[src/hdl/cle_pkg.sv]
// shared types, codes and constants of the cursor line editor buffer
package cle_pkg;

   // default text capacity in characters
   localparam int CAPACITY_DEF = 64;

   // depth of the command queue between front and back
   localparam int QDEPTH = 2;
   localparam int QPTR_W = $clog2(QDEPTH);

   // request codes as they arrive on req_type
   localparam logic [2:0] REQ_LEFT   = 3'd0;
   localparam logic [2:0] REQ_RIGHT  = 3'd1;
   localparam logic [2:0] REQ_DELETE = 3'd2;
   localparam logic [2:0] REQ_INSERT = 3'd3;
   localparam logic [2:0] REQ_DUMP   = 3'd4;

   // result status codes
   localparam logic [1:0] ST_DONE     = 2'd0;
   localparam logic [1:0] ST_BOUNDARY = 2'd1;
   localparam logic [1:0] ST_FULL     = 2'd2;
   localparam logic [1:0] ST_DUMP     = 2'd3;

   // classified operation handed from front to back
   typedef enum logic [2:0] {
      OP_LEFT,
      OP_RIGHT,
      OP_DELETE,
      OP_INSERT,
      OP_DUMP,
      OP_NOP
   } op_type;

   typedef struct packed {
      logic [2:0] req_type;
      logic [7:0] char_in;
   } req_item_type;

   typedef struct packed {
      logic [1:0] status;
      logic [7:0] char_out;
      logic       last_item;
      logic       text_empty;
   } rsp_item_type;

   typedef struct packed {
      op_type     op;
      logic [7:0] ch;
   } cmd_type;

   // head of the command queue as the back sees it
   typedef struct packed {
      logic    valid;
      cmd_type cmd;
   } q_head_type;

endpackage

[src/hdl/cle_ram.sv]
// generic single write port, single read port ram with registered read
module cle_ram #(
   parameter int WIDTH = 8,
   parameter int DEPTH = 64,
   localparam int AW = $clog2(DEPTH)
) (
   input  logic             clock,
   input  logic             wr_en,
   input  logic [AW-1:0]    wr_addr,
   input  logic [WIDTH-1:0] wr_data,
   input  logic             rd_en,
   input  logic [AW-1:0]    rd_addr,
   output logic [WIDTH-1:0] rd_data
);

   logic [WIDTH-1:0] mem_ff [DEPTH];
   logic [WIDTH-1:0] rd_data_ff;

   always_ff @(posedge clock) begin
      if (wr_en) begin
         mem_ff[wr_addr] <= wr_data;
      end
      if (rd_en) begin
         rd_data_ff <= mem_ff[rd_addr];
      end
   end

   assign rd_data = rd_data_ff;

endmodule

[src/hdl/cle_front.sv]
// request intake: classifies requests and holds them in a short command queue
module cle_front
   import cle_pkg::*;
(
   input  logic         clock,
   input  logic         reset,
   input  logic         start,
   output logic         busy,
   input  req_item_type req,
   input  logic         pop,
   output q_head_type   head
);

   cmd_type           q_ff [QDEPTH];
   logic [QPTR_W-1:0] wptr_ff, wptr_in;
   logic [QPTR_W-1:0] rptr_ff, rptr_in;
   logic [QPTR_W:0]   cnt_ff, cnt_in;
   logic              push;
   cmd_type           cls;

   // decode the request code, unknown codes become a no-op
   always_comb begin
      cls.ch = req.char_in;
      unique case (req.req_type)
         REQ_LEFT:   cls.op = OP_LEFT;
         REQ_RIGHT:  cls.op = OP_RIGHT;
         REQ_DELETE: cls.op = OP_DELETE;
         REQ_INSERT: cls.op = OP_INSERT;
         REQ_DUMP:   cls.op = OP_DUMP;
         default:    cls.op = OP_NOP;
      endcase
   end

   assign busy = (cnt_ff == (QPTR_W+1)'(QDEPTH));
   assign push = start && !busy;

   always_comb begin
      wptr_in = push ? wptr_ff + 1'b1 : wptr_ff;
      rptr_in = pop ? rptr_ff + 1'b1 : rptr_ff;
      cnt_in  = cnt_ff + (QPTR_W+1)'(push) - (QPTR_W+1)'(pop);
   end

   always_ff @(posedge clock) begin
      if (reset) begin
         wptr_ff <= '0;
         rptr_ff <= '0;
         cnt_ff  <= '0;
      end else begin
         wptr_ff <= wptr_in;
         rptr_ff <= rptr_in;
         cnt_ff  <= cnt_in;
      end
   end

   always_ff @(posedge clock) begin
      if (push) begin
         q_ff[wptr_ff] <= cls;
      end
   end

   assign head.valid = (cnt_ff != '0);
   assign head.cmd   = q_ff[rptr_ff];

endmodule

[src/hdl/cle_back.sv]
// command execution: the two text stacks, cursor moves, edits and dump streaming
module cle_back
   import cle_pkg::*;
#(
   parameter int CAPACITY = CAPACITY_DEF
) (
   input  logic         clock,
   input  logic         reset,
   input  q_head_type   head,
   output logic         pop,
   output logic         rsp_valid,
   output rsp_item_type rsp
);

   localparam int LEN_W  = $clog2(CAPACITY + 1);
   localparam int ADDR_W = $clog2(CAPACITY);

   localparam logic [1:0] S_IDLE   = 2'd0;
   localparam logic [1:0] S_MOVE_L = 2'd1;
   localparam logic [1:0] S_MOVE_R = 2'd2;
   localparam logic [1:0] S_DUMP   = 2'd3;

   logic [1:0]       state_ff, state_in;
   logic [LEN_W-1:0] llen_ff, llen_in;
   logic [LEN_W-1:0] rlen_ff, rlen_in;
   logic [LEN_W-1:0] k_ff, k_in;
   logic [LEN_W-1:0] total;
   logic [LEN_W-1:0] total_m1;

   logic             evld_ff, evld_in;
   rsp_item_type     erslt_ff, erslt_in;
   logic             dvld_ff, dvld_in;
   logic             dsel_ff, dsel_in;
   logic             dlast_ff, dlast_in;

   logic              lwe, lre, rwe, rre;
   logic [ADDR_W-1:0] lwa, lra, rwa, rra;
   logic [7:0]        lwd, rwd, lrd, rrd;

   assign total    = llen_ff + rlen_ff;
   assign total_m1 = total - 1'b1;

   always_comb begin
      state_in = state_ff;
      llen_in  = llen_ff;
      rlen_in  = rlen_ff;
      k_in     = k_ff;
      pop      = 1'b0;
      lwe = 1'b0; lwa = '0; lwd = '0; lre = 1'b0; lra = '0;
      rwe = 1'b0; rwa = '0; rwd = '0; rre = 1'b0; rra = '0;
      evld_in  = 1'b0;
      erslt_in = '{status: ST_BOUNDARY, char_out: 8'd0, last_item: 1'b1,
                   text_empty: 1'b0};
      dvld_in  = 1'b0;
      dsel_in  = dsel_ff;
      dlast_in = dlast_ff;
      unique case (state_ff)
         S_IDLE: begin
            if (head.valid) begin
               pop = 1'b1;
               unique case (head.cmd.op)
                  OP_LEFT: begin
                     if (llen_ff != '0 && rlen_ff < LEN_W'(CAPACITY)) begin
                        lre      = 1'b1;
                        lra      = ADDR_W'(llen_ff - 1'b1);
                        state_in = S_MOVE_L;
                     end else begin
                        evld_in = 1'b1;
                     end
                  end
                  OP_RIGHT: begin
                     if (rlen_ff != '0 && llen_ff < LEN_W'(CAPACITY)) begin
                        rre      = 1'b1;
                        rra      = ADDR_W'(rlen_ff - 1'b1);
                        state_in = S_MOVE_R;
                     end else begin
                        evld_in = 1'b1;
                     end
                  end
                  OP_DELETE: begin
                     evld_in = 1'b1;
                     if (llen_ff != '0) begin
                        llen_in         = llen_ff - 1'b1;
                        erslt_in.status = ST_DONE;
                     end
                  end
                  OP_INSERT: begin
                     evld_in = 1'b1;
                     if (total >= LEN_W'(CAPACITY)) begin
                        erslt_in.status = ST_FULL;
                     end else begin
                        lwe             = 1'b1;
                        lwa             = ADDR_W'(llen_ff);
                        lwd             = head.cmd.ch;
                        llen_in         = llen_ff + 1'b1;
                        erslt_in.status = ST_DONE;
                     end
                  end
                  OP_DUMP: begin
                     if (total == '0) begin
                        evld_in             = 1'b1;
                        erslt_in.status     = ST_DUMP;
                        erslt_in.text_empty = 1'b1;
                     end else begin
                        k_in     = '0;
                        state_in = S_DUMP;
                     end
                  end
                  default: begin
                     evld_in = 1'b1;
                  end
               endcase
            end
         end
         S_MOVE_L: begin
            rwe             = 1'b1;
            rwa             = ADDR_W'(rlen_ff);
            rwd             = lrd;
            llen_in         = llen_ff - 1'b1;
            rlen_in         = rlen_ff + 1'b1;
            evld_in         = 1'b1;
            erslt_in.status = ST_DONE;
            state_in        = S_IDLE;
         end
         S_MOVE_R: begin
            lwe             = 1'b1;
            lwa             = ADDR_W'(llen_ff);
            lwd             = rrd;
            rlen_in         = rlen_ff - 1'b1;
            llen_in         = llen_ff + 1'b1;
            evld_in         = 1'b1;
            erslt_in.status = ST_DONE;
            state_in        = S_IDLE;
         end
         S_DUMP: begin
            dvld_in  = 1'b1;
            dlast_in = (k_ff == total_m1);
            if (k_ff < llen_ff) begin
               lre     = 1'b1;
               lra     = ADDR_W'(k_ff);
               dsel_in = 1'b0;
            end else begin
               rre     = 1'b1;
               rra     = ADDR_W'(total_m1 - k_ff);
               dsel_in = 1'b1;
            end
            k_in = k_ff + 1'b1;
            if (k_ff == total_m1) begin
               state_in = S_IDLE;
            end
         end
         default: begin
            state_in = S_IDLE;
         end
      endcase
   end

   always_ff @(posedge clock) begin
      if (reset) begin
         state_ff <= S_IDLE;
         llen_ff  <= '0;
         rlen_ff  <= '0;
         k_ff     <= '0;
         evld_ff  <= 1'b0;
         dvld_ff  <= 1'b0;
      end else begin
         state_ff <= state_in;
         llen_ff  <= llen_in;
         rlen_ff  <= rlen_in;
         k_ff     <= k_in;
         evld_ff  <= evld_in;
         dvld_ff  <= dvld_in;
      end
   end

   always_ff @(posedge clock) begin
      erslt_ff <= erslt_in;
      dsel_ff  <= dsel_in;
      dlast_ff <= dlast_in;
   end

   cle_ram #(.WIDTH(8), .DEPTH(CAPACITY)) u_left (
      .clock   (clock),
      .wr_en   (lwe),
      .wr_addr (lwa),
      .wr_data (lwd),
      .rd_en   (lre),
      .rd_addr (lra),
      .rd_data (lrd)
   );

   cle_ram #(.WIDTH(8), .DEPTH(CAPACITY)) u_right (
      .clock   (clock),
      .wr_en   (rwe),
      .wr_addr (rwa),
      .wr_data (rwd),
      .rd_en   (rre),
      .rd_addr (rra),
      .rd_data (rrd)
   );

   // dump data and edit results never fall in the same cycle
   always_comb begin
      rsp_valid = evld_ff || dvld_ff;
      if (dvld_ff) begin
         rsp.status     = ST_DUMP;
         rsp.char_out   = dsel_ff ? rrd : lrd;
         rsp.last_item  = dlast_ff;
         rsp.text_empty = 1'b0;
      end else begin
         rsp = erslt_ff;
      end
   end

endmodule

[src/hdl/cursor_line_editor_buffer_core.sv]
// top level of the cursor line editor buffer
//
// usage
// - request channel: a request (req.req_type, req.char_in) is taken at a rising
//   edge where start is high and busy is low; busy is high while the
//   two-entry command queue is full
// - result channel: each result sits on rsp for exactly one cycle with
//   rsp_valid high; the receiver cannot stall, so it must take every strobe
// - path: a taken request is registered in the command queue; the executor
//   pops it when idle, and delete, insert, no-op and boundary results are
//   registered from that decision, cursor move results after a move state (stack
//   ram read before the write to the other stack); delete, insert and no-op
//   finish in the idle state, while a dump pops the queue, then reads the ram
//   once per character
// - dump results stream one character per cycle, last_item on the final one;
//   empty text gives a single result with text_empty set
// - reset clears the stack lengths, queue and state; the stack rams are
//   not cleared, and no entry above a stack length is ever read
module cursor_line_editor_buffer_core
   import cle_pkg::*;
#(
   parameter int CAPACITY = CAPACITY_DEF
) (
   input  logic         clock,
   input  logic         reset,
   input  logic         start,
   output logic         busy,
   input  req_item_type req,
   output logic         rsp_valid,
   output rsp_item_type rsp
);

   // queue head from front to back and its pop
   q_head_type head;
   logic       pop;

   // classify and queue requests
   cle_front u_front (
      .clock (clock),
      .reset (reset),
      .start (start),
      .busy  (busy),
      .req   (req),
      .pop   (pop),
      .head  (head)
   );

   // execute commands against the two stacks
   cle_back #(.CAPACITY(CAPACITY)) u_back (
      .clock     (clock),
      .reset     (reset),
      .head      (head),
      .pop       (pop),
      .rsp_valid (rsp_valid),
      .rsp       (rsp)
   );

endmodule

[config.mk]
export PLATFORM = sky130hd
export DESIGN_NAME = cursor_line_editor_buffer_core
export DESIGN_NICKNAME = d
export VERILOG_FILES = /design/src/hdl/cle_pkg.sv /design/src/hdl/cle_ram.sv /design/src/hdl/cle_front.sv /design/src/hdl/cle_back.sv /design/src/hdl/cursor_line_editor_buffer_core.sv
export SDC_FILE = /design/constraint.sdc
export NUM_CORES = 1
export LEC_CHECK = 0
export BUFFER_PORTS_ARGS = -buffer_cell sky130_fd_sc_hd__buf_2
export CORE_MARGIN = 3
export CORE_UTILIZATION = 57
export CTS_CLUSTER_DIAMETER = 60
export DETAILED_ROUTE_END_ITERATION = 8
export PLACE_DENSITY_LB_ADDON = 0.05
export REMOVE_ABC_BUFFERS = 1
export SETUP_SLACK_MARGIN = 0.05
export SLEW_MARGIN = 30
export SYNTH_ARGS = -nofsm -noshare
export SYNTH_HDL_FRONTEND = slang
export SYNTH_SLANG_ARGS = --single-unit
[constraint.sdc]
create_clock -name clock -period 5.8 [get_ports clock]
set_input_delay 0.58 -clock clock [delete_from_list [all_inputs] [get_ports clock]]
set_output_delay 0.58 -clock clock [all_outputs]
set_load 0.005 [all_outputs]
# Word-level counts from Yosys, hierarchy flattened
# Memories as Yosys holds them, arrays and structs flattened. A register that Yosys moved wholly into a read port is not among the register bits.
# Index checks and enable logic that the tools add are counted.
[totals]
inputBits = 14
elab_cells = 154
mem_count = 3
regBits = 34
ram_bits = 1046
[mem_list]
columns = ["name", "words", "width", "rd", "rd_clocked_by_memory_dff", "wr", "line", "source"]
rows = [
  ["u_back.u_left.mem_ff", 64, 8, 1, 1, 1, "cle_ram.sv:16", "logic [WIDTH-1:0] mem_ff [DEPTH];"],
  ["u_back.u_right.mem_ff", 64, 8, 1, 1, 1, "cle_ram.sv:16", ""],
  ["u_front.q_ff", 2, 11, 1, 1, 1, "cle_front.sv:14", "cmd_type q_ff [QDEPTH];"],
]
[classes]
mux = 78
magnitude_cmp = 4
n_eq_ne = 24
addsub = 12
n_reduce_logical = 20
[op_table]
columns = ["cell", "count"]
rows = [
  ["2-to-1 mux 6 bit", 12],
  ["2-to-1 mux 7 bit", 6],
  ["one-hot mux 7 bit (2 select lines)", 3],
  ["2-to-1 mux 8 bit", 5],
  ["one-hot mux 6 bit (2 select lines)", 3],
  ["2-to-1 mux 1 bit", 28],
  ["adder 7 x 1 -> 7 bit, second input constant", 3],
  ["one-hot mux 7 bit (3 select lines)", 1],
  ["subtractor 7 x 1 -> 7 bit, second input constant", 3],
  ["one-hot mux 2 bit (3 select lines)", 3],
  ["2-to-1 mux 2 bit", 8],
  ["one-hot mux 8 bit (2 select lines)", 1],
  ["one-hot mux 3 bit (5 select lines)", 1],
  ["< comparator 7 bit, second input constant", 2],
  ["nonzero test 7 bit", 2],
  ["== test 3 x 2 -> 1 bit, second input constant", 4],
  ["2-to-1 mux 12 bit", 1],
  ["inequality test 3 x 2 -> 1 bit, second input constant", 3],
  ["inequality test 3 bit, second input constant", 3],
  ["one-hot mux 1 bit (2 select lines)", 4],
  ["adder 7 bit", 1],
  ["== test 7 bit", 1],
  ["greater-or-equal comparator 7 bit, second input constant", 1],
  ["logical NOT 7 bit", 1],
  ["26 further kinds", 38],
]

# Longest topological paths before layout
[depth]
depth_word = 8
depth_mapped = 18
depth_no_buf = 17

# Modules after synthesis
# From an unflattened synthesis, not the netlist that was laid out.
[unflattened]
hier_cells = 2368
area_unflattened_um2 = 44810.5
[by_module_without_submodules]
columns = ["mod", "cells_each", "instances", "seq_area_each_um2", "area_each_um2"]
rows = [
  ["cle_ram at u_back.u_right", 940, 1, 15615.0, 20246.9],
  ["cle_ram at u_back.u_left", 940, 1, 15615.0, 20240.7],
  ["cle_back", 426, 1, 620.6, 3289.4],
  ["cle_front", 62, 1, 760.7, 1033.5],
]

# Least setup slack after synthesis
# No wires, ideal clock.
[synth_path]
path_kind = "reg2reg"
startpoint = "register u_back.llen_ff[1]"
endpoint = "memory u_back.u_left.mem_ff[0][0] (data pin)"
period_less_slack_ns = 5.566
stages_incl_launch_ff = 10
setup_slack_ns = 0.234
arrival_ns = 4.864
path_cell_list = "dfxtp_1 > inv_1 > fa_1 > nand2b_1 > a211oi_1 > mux2i_1 > nor2_1 > or3_1 > clkbuf_1 > o21ai_0"
[synth_via]
elab_chain_cells = 6
[synth_lines]
columns = ["element", "line", "source"]
rows = [
  ["start: declaration", "cle_back.sv:24", "logic [LEN_W-1:0] llen_ff, llen_in;"],
  ["start signal: assignment", "cle_back.sv:168", "llen_ff <= llen_in;"],
  ["adder 7 bit", "cle_back.sv:40", "assign total = llen_ff + rlen_ff;"],
  ["greater-or-equal comparator 7 bit", "cle_back.sv:89", "if (total >= LEN_W'(CAPACITY)) begin"],
  ["2-to-1 mux 8 bit", "cle_back.sv:89", ""],
  ["2-to-1 mux 8 bit", "cle_back.sv:61", "unique case (head.cmd.op)"],
  ["2-to-1 mux 8 bit", "cle_back.sv:59", "if (head.valid) begin"],
  ["one-hot mux 8 bit (2 select lines)", "cle_back.sv:57", "unique case (state_ff)"],
  ["net u_back.lwd[0]", "cle_back.sv:38", "logic [7:0] lwd, rwd, lrd, rrd;"],
  ["end: declaration", "cle_ram.sv:16", ""],
]
# The timed path passes the listed nets, and every way through them passes these cells.

# Worst setup path after layout
[layout_path]
startpoint = "register u_back.llen_ff[1]"
endpoint = "register u_back.u_right.rd_data_ff[5] (netlist: u_back.u_right.rd_data[5]) (read register of u_back.u_right.mem_ff) (data pin)"
[layout_via]
elab_chain_cells = 6
[layout_lines]
columns = ["element", "line", "source"]
rows = [
  ["parallel branches: the longest is 6 deep, another holds adder 7 bit", "--", ""],
  ["end: declaration", "cle_ram.sv:17", "logic [WIDTH-1:0] rd_data_ff;"],
]
# Several ways; the timed one is not identified.
# A chain may end at the register's enable or synchronous reset.

==> results.toml <==
[synth]
synth_async_sr_flop_share_pct = 0
synth_top_area_cell = "edfxtp_1"
synth_edf_count = 1064
synth_warnings = 0
ys_ff_latch = 1097
syn_inst = 3464
synth_area_leaders = "edfxtp_1, nand2_1, mux2i_1"
synth.distinct_cells = 89
synth.top_cell.area_share_pct = 70.0
syn_area_per_cell_um2 = 13.2
yosys_most_used_dff = "edfxtp_1"
seq_area_frac_synth_pct = 71.4
synthesis.area_um2 = 45700

[drt]
dr.pass1.iters = 5
via_per_inst = 6.38
post_drt_wl_per_cell_um = 27.5
via_count = 29488
ant_nets = 0
drtIter0Drc = 3061
drt-total-wl_um = 127000
drc = 0

[clock_tree]
cts_hold_buf = 0
clk_pin_slew_ns = 0.06
cts_made_buffers = 110
cts_resized = 0
root_buffer = "clkbuf_16"
cts_tree = "yes"
clock_latency_ns = 0.68
clock_path_buffers = 3
h-tree-depth = 3
postCtsSetupRepairBufs = 0
cts_sinks = 1097

[floorplanning]
fp.coreArea_um2 = 79100
rows = 103
ios = 28
die_h_um = 289
die-area_um2 = 83500
die_x_um = 289
initial_utilization_pct = 57.7

[finish]
final_common_cell = "edfxtp_1"
final_core_utilization_pct = 63.9
areaGrowthSynthToFinish_pct = 10.7
nets = 3529
layout_common_cells = "edfxtp_1, nand2_1, nor2_1"
diodes = 0
fin_cells = 4624
drive_gt1_share_pct = 9.99

[power_and_ir_drop]
p_per_area_nw_per_um2 = 381
power.leakage_uw = 0.0173
irDropWorstVdd_v = 0.000270

[timing]
worst_pin_slew_ns = 1.10
final-setup-viol-count = 0
min_period_ns = 5.09
fmax_mhz = 196
slew_headroom_pct = 26.8
drv_slew = 0
fin_crit_sh_pct = 87.8
setup_slack_ns = 0.709
rsz0062_at_grt = "false"
hold_violations = 0
hold_ws_ns = 0.106
skew_ns = 0.0231

[setup_path]
rr_worst_depth = 14
worstSetupEndpointType = "flip-flop"
cp-endpoint = "u_back.u_right.rd_data[5]$_DFFE_PP_"
rr_startpoint = "u_back.llen_ff[1]$_SDFFE_PP0P_"
cp.arrival_ns = 5.52
reg2reg_slack_ns = 0.71
crit_path_max_fanout = 28
required_ns = 6.23
regToRegEndpoint = "u_back.u_right.rd_data[5]$_DFFE_PP_"
crit_type = "flip-flop to flip-flop"
critPathLaunch = "u_back.llen_ff[1]$_SDFFE_PP0P_"
cp-start-kind = "flip-flop"

[placement]
io_buffers = 27
dp_hpwl_um = 79500
pre_cts_ws_ns = 0.750
place_inst = 4419
gp_congestion = 0.936

[outcome]
status = "complete, no violations"

[grt]
grt_pass1_vias = 28165
gr-total-overflow = 0
grt_pass1_wl_um = 187000
antenna_found_initial = 6
grt_use_total_pct = 30.4
grt_max_degree = 129

[run]
max_cap_violations = 0

[worst_hold_path]
hp-class = "input pin to flip-flop"
==> where the power goes <==
group          leakage (µW)  internal [µW]  switching (µW)
Combinational       0.00552            929            2270
Sequential           0.0101           9110             108
Clock               0.00169           3870            2980
Total                0.0173          13900            5350
==> cells by family (layout without fill, tap and decap cells) <==
family,after synthesis,in the layout,synth area share [%]
fa+ha+maj,34,34,0.964
flops,1097,1097,71.4
simple gates,1425,1425,14.0
mux,130,130,2.99
compound gates,502,502,7.44
xor+xnor,35,35,0.701
buf+inv,241,351,2.50
==> how the worst min path moves through the flow <==
stage                                          startpoint                         endpoint  depth (start not counted)
after global placement    u_back.state_ff[0]$_SDFFE_PP0P_  u_back.state_ff[0]$_SDFFE_PP0P_                          2
after detailed placement     u_front.rptr_ff$_SDFFE_PP0P_                        flip-flop                          2
after global routing                               req[2]     u_front.q_ff[1][2]$_DFFE_PP_                          1
final                                              req[4]     u_front.q_ff[1][4]$_DFFE_PP_                          1
after floorplan           u_back.state_ff[0]$_SDFFE_PP0P_  u_back.state_ff[0]$_SDFFE_PP0P_                          2
after CTS                                          req[4]     u_front.q_ff[1][4]$_DFFE_PP_                          1
==> state kept, by name, indices dropped and copies added, names as in the netlist, 2 cells and up, named ones only <==
signal and flops:
u_back.erslt_ff 3, u_back.k_ff 7, u_back.llen_ff 7, u_back.rlen_ff 7
u_back.state_ff 2, u_back.u_left.mem_ff 512, u_back.u_left.rd_data 8, u_back.u_right.mem_ff 512
u_back.u_right.rd_data 8, u_front.cnt_ff 2, u_front.q_ff 22
==> per-layer routing <==
metal / part of all wire, % / global-route usage (%) / vias up
met5: 0.019 / 0 / -
met4: 3.9 / 11.9 / 4
met3: 7.1 / 3.75 / 256
met2: 50 / 51.5 / 1423
met1: 39 / 40.6 / 14730
li1: - / - / 13075
==> through the flow <==
stage               TNS (ns)  instance area, µm²  power, µW
detailed placement         0               47100      12500
finish                     0               50500      19300
global route               0               50500      19900
floorplan             -41.83               44600      11300
global placement           0               47000      12500
CTS                        0               50500      19300
==> synth_stat cells (29+ instances only) <==
master    instances
nor3_1          113
nor2_1          295
o21ai_0         154
nand4_1          79
clkbuf_1         93
nand2_1         585
a32oi_1          53
mux2i_1         118
ha_1             32
buf_2            80
and3_1           30
edfxtp_1       1064
a31oi_1          59
nand3_1         202
dfxtp_1          33
inv_1            29
a21oi_1          66
==> cell type report <==
cell class	instances	area (µm²)
Inverter	31	116
Timing Repair Buffer	115	921
Tap cell	1050	1310
Fill cell	5941	28600
Multi-Input combinational cell	2126	12100
Clock inverter	74	577
Clock buffer	131	2900
Sequential cell	1097	32600
==> worst max-delay path: stages (launching register included) <==
cell and delay [ns]:
dfxtp_1 0.48, inv_1 0.25, fa_1 0.54, ha_1 0.30, inv_1 0.06, fa_1 0.48, inv_1 0.09, o22ai_4 0.55
and2_2 0.81, buf_4 0.31, a31oi_1 0.09, and3_1 0.22, a31oi_1 0.26, nand4_1 0.22, o21a_1 0.15
Power figures use the tool's default switching activity.
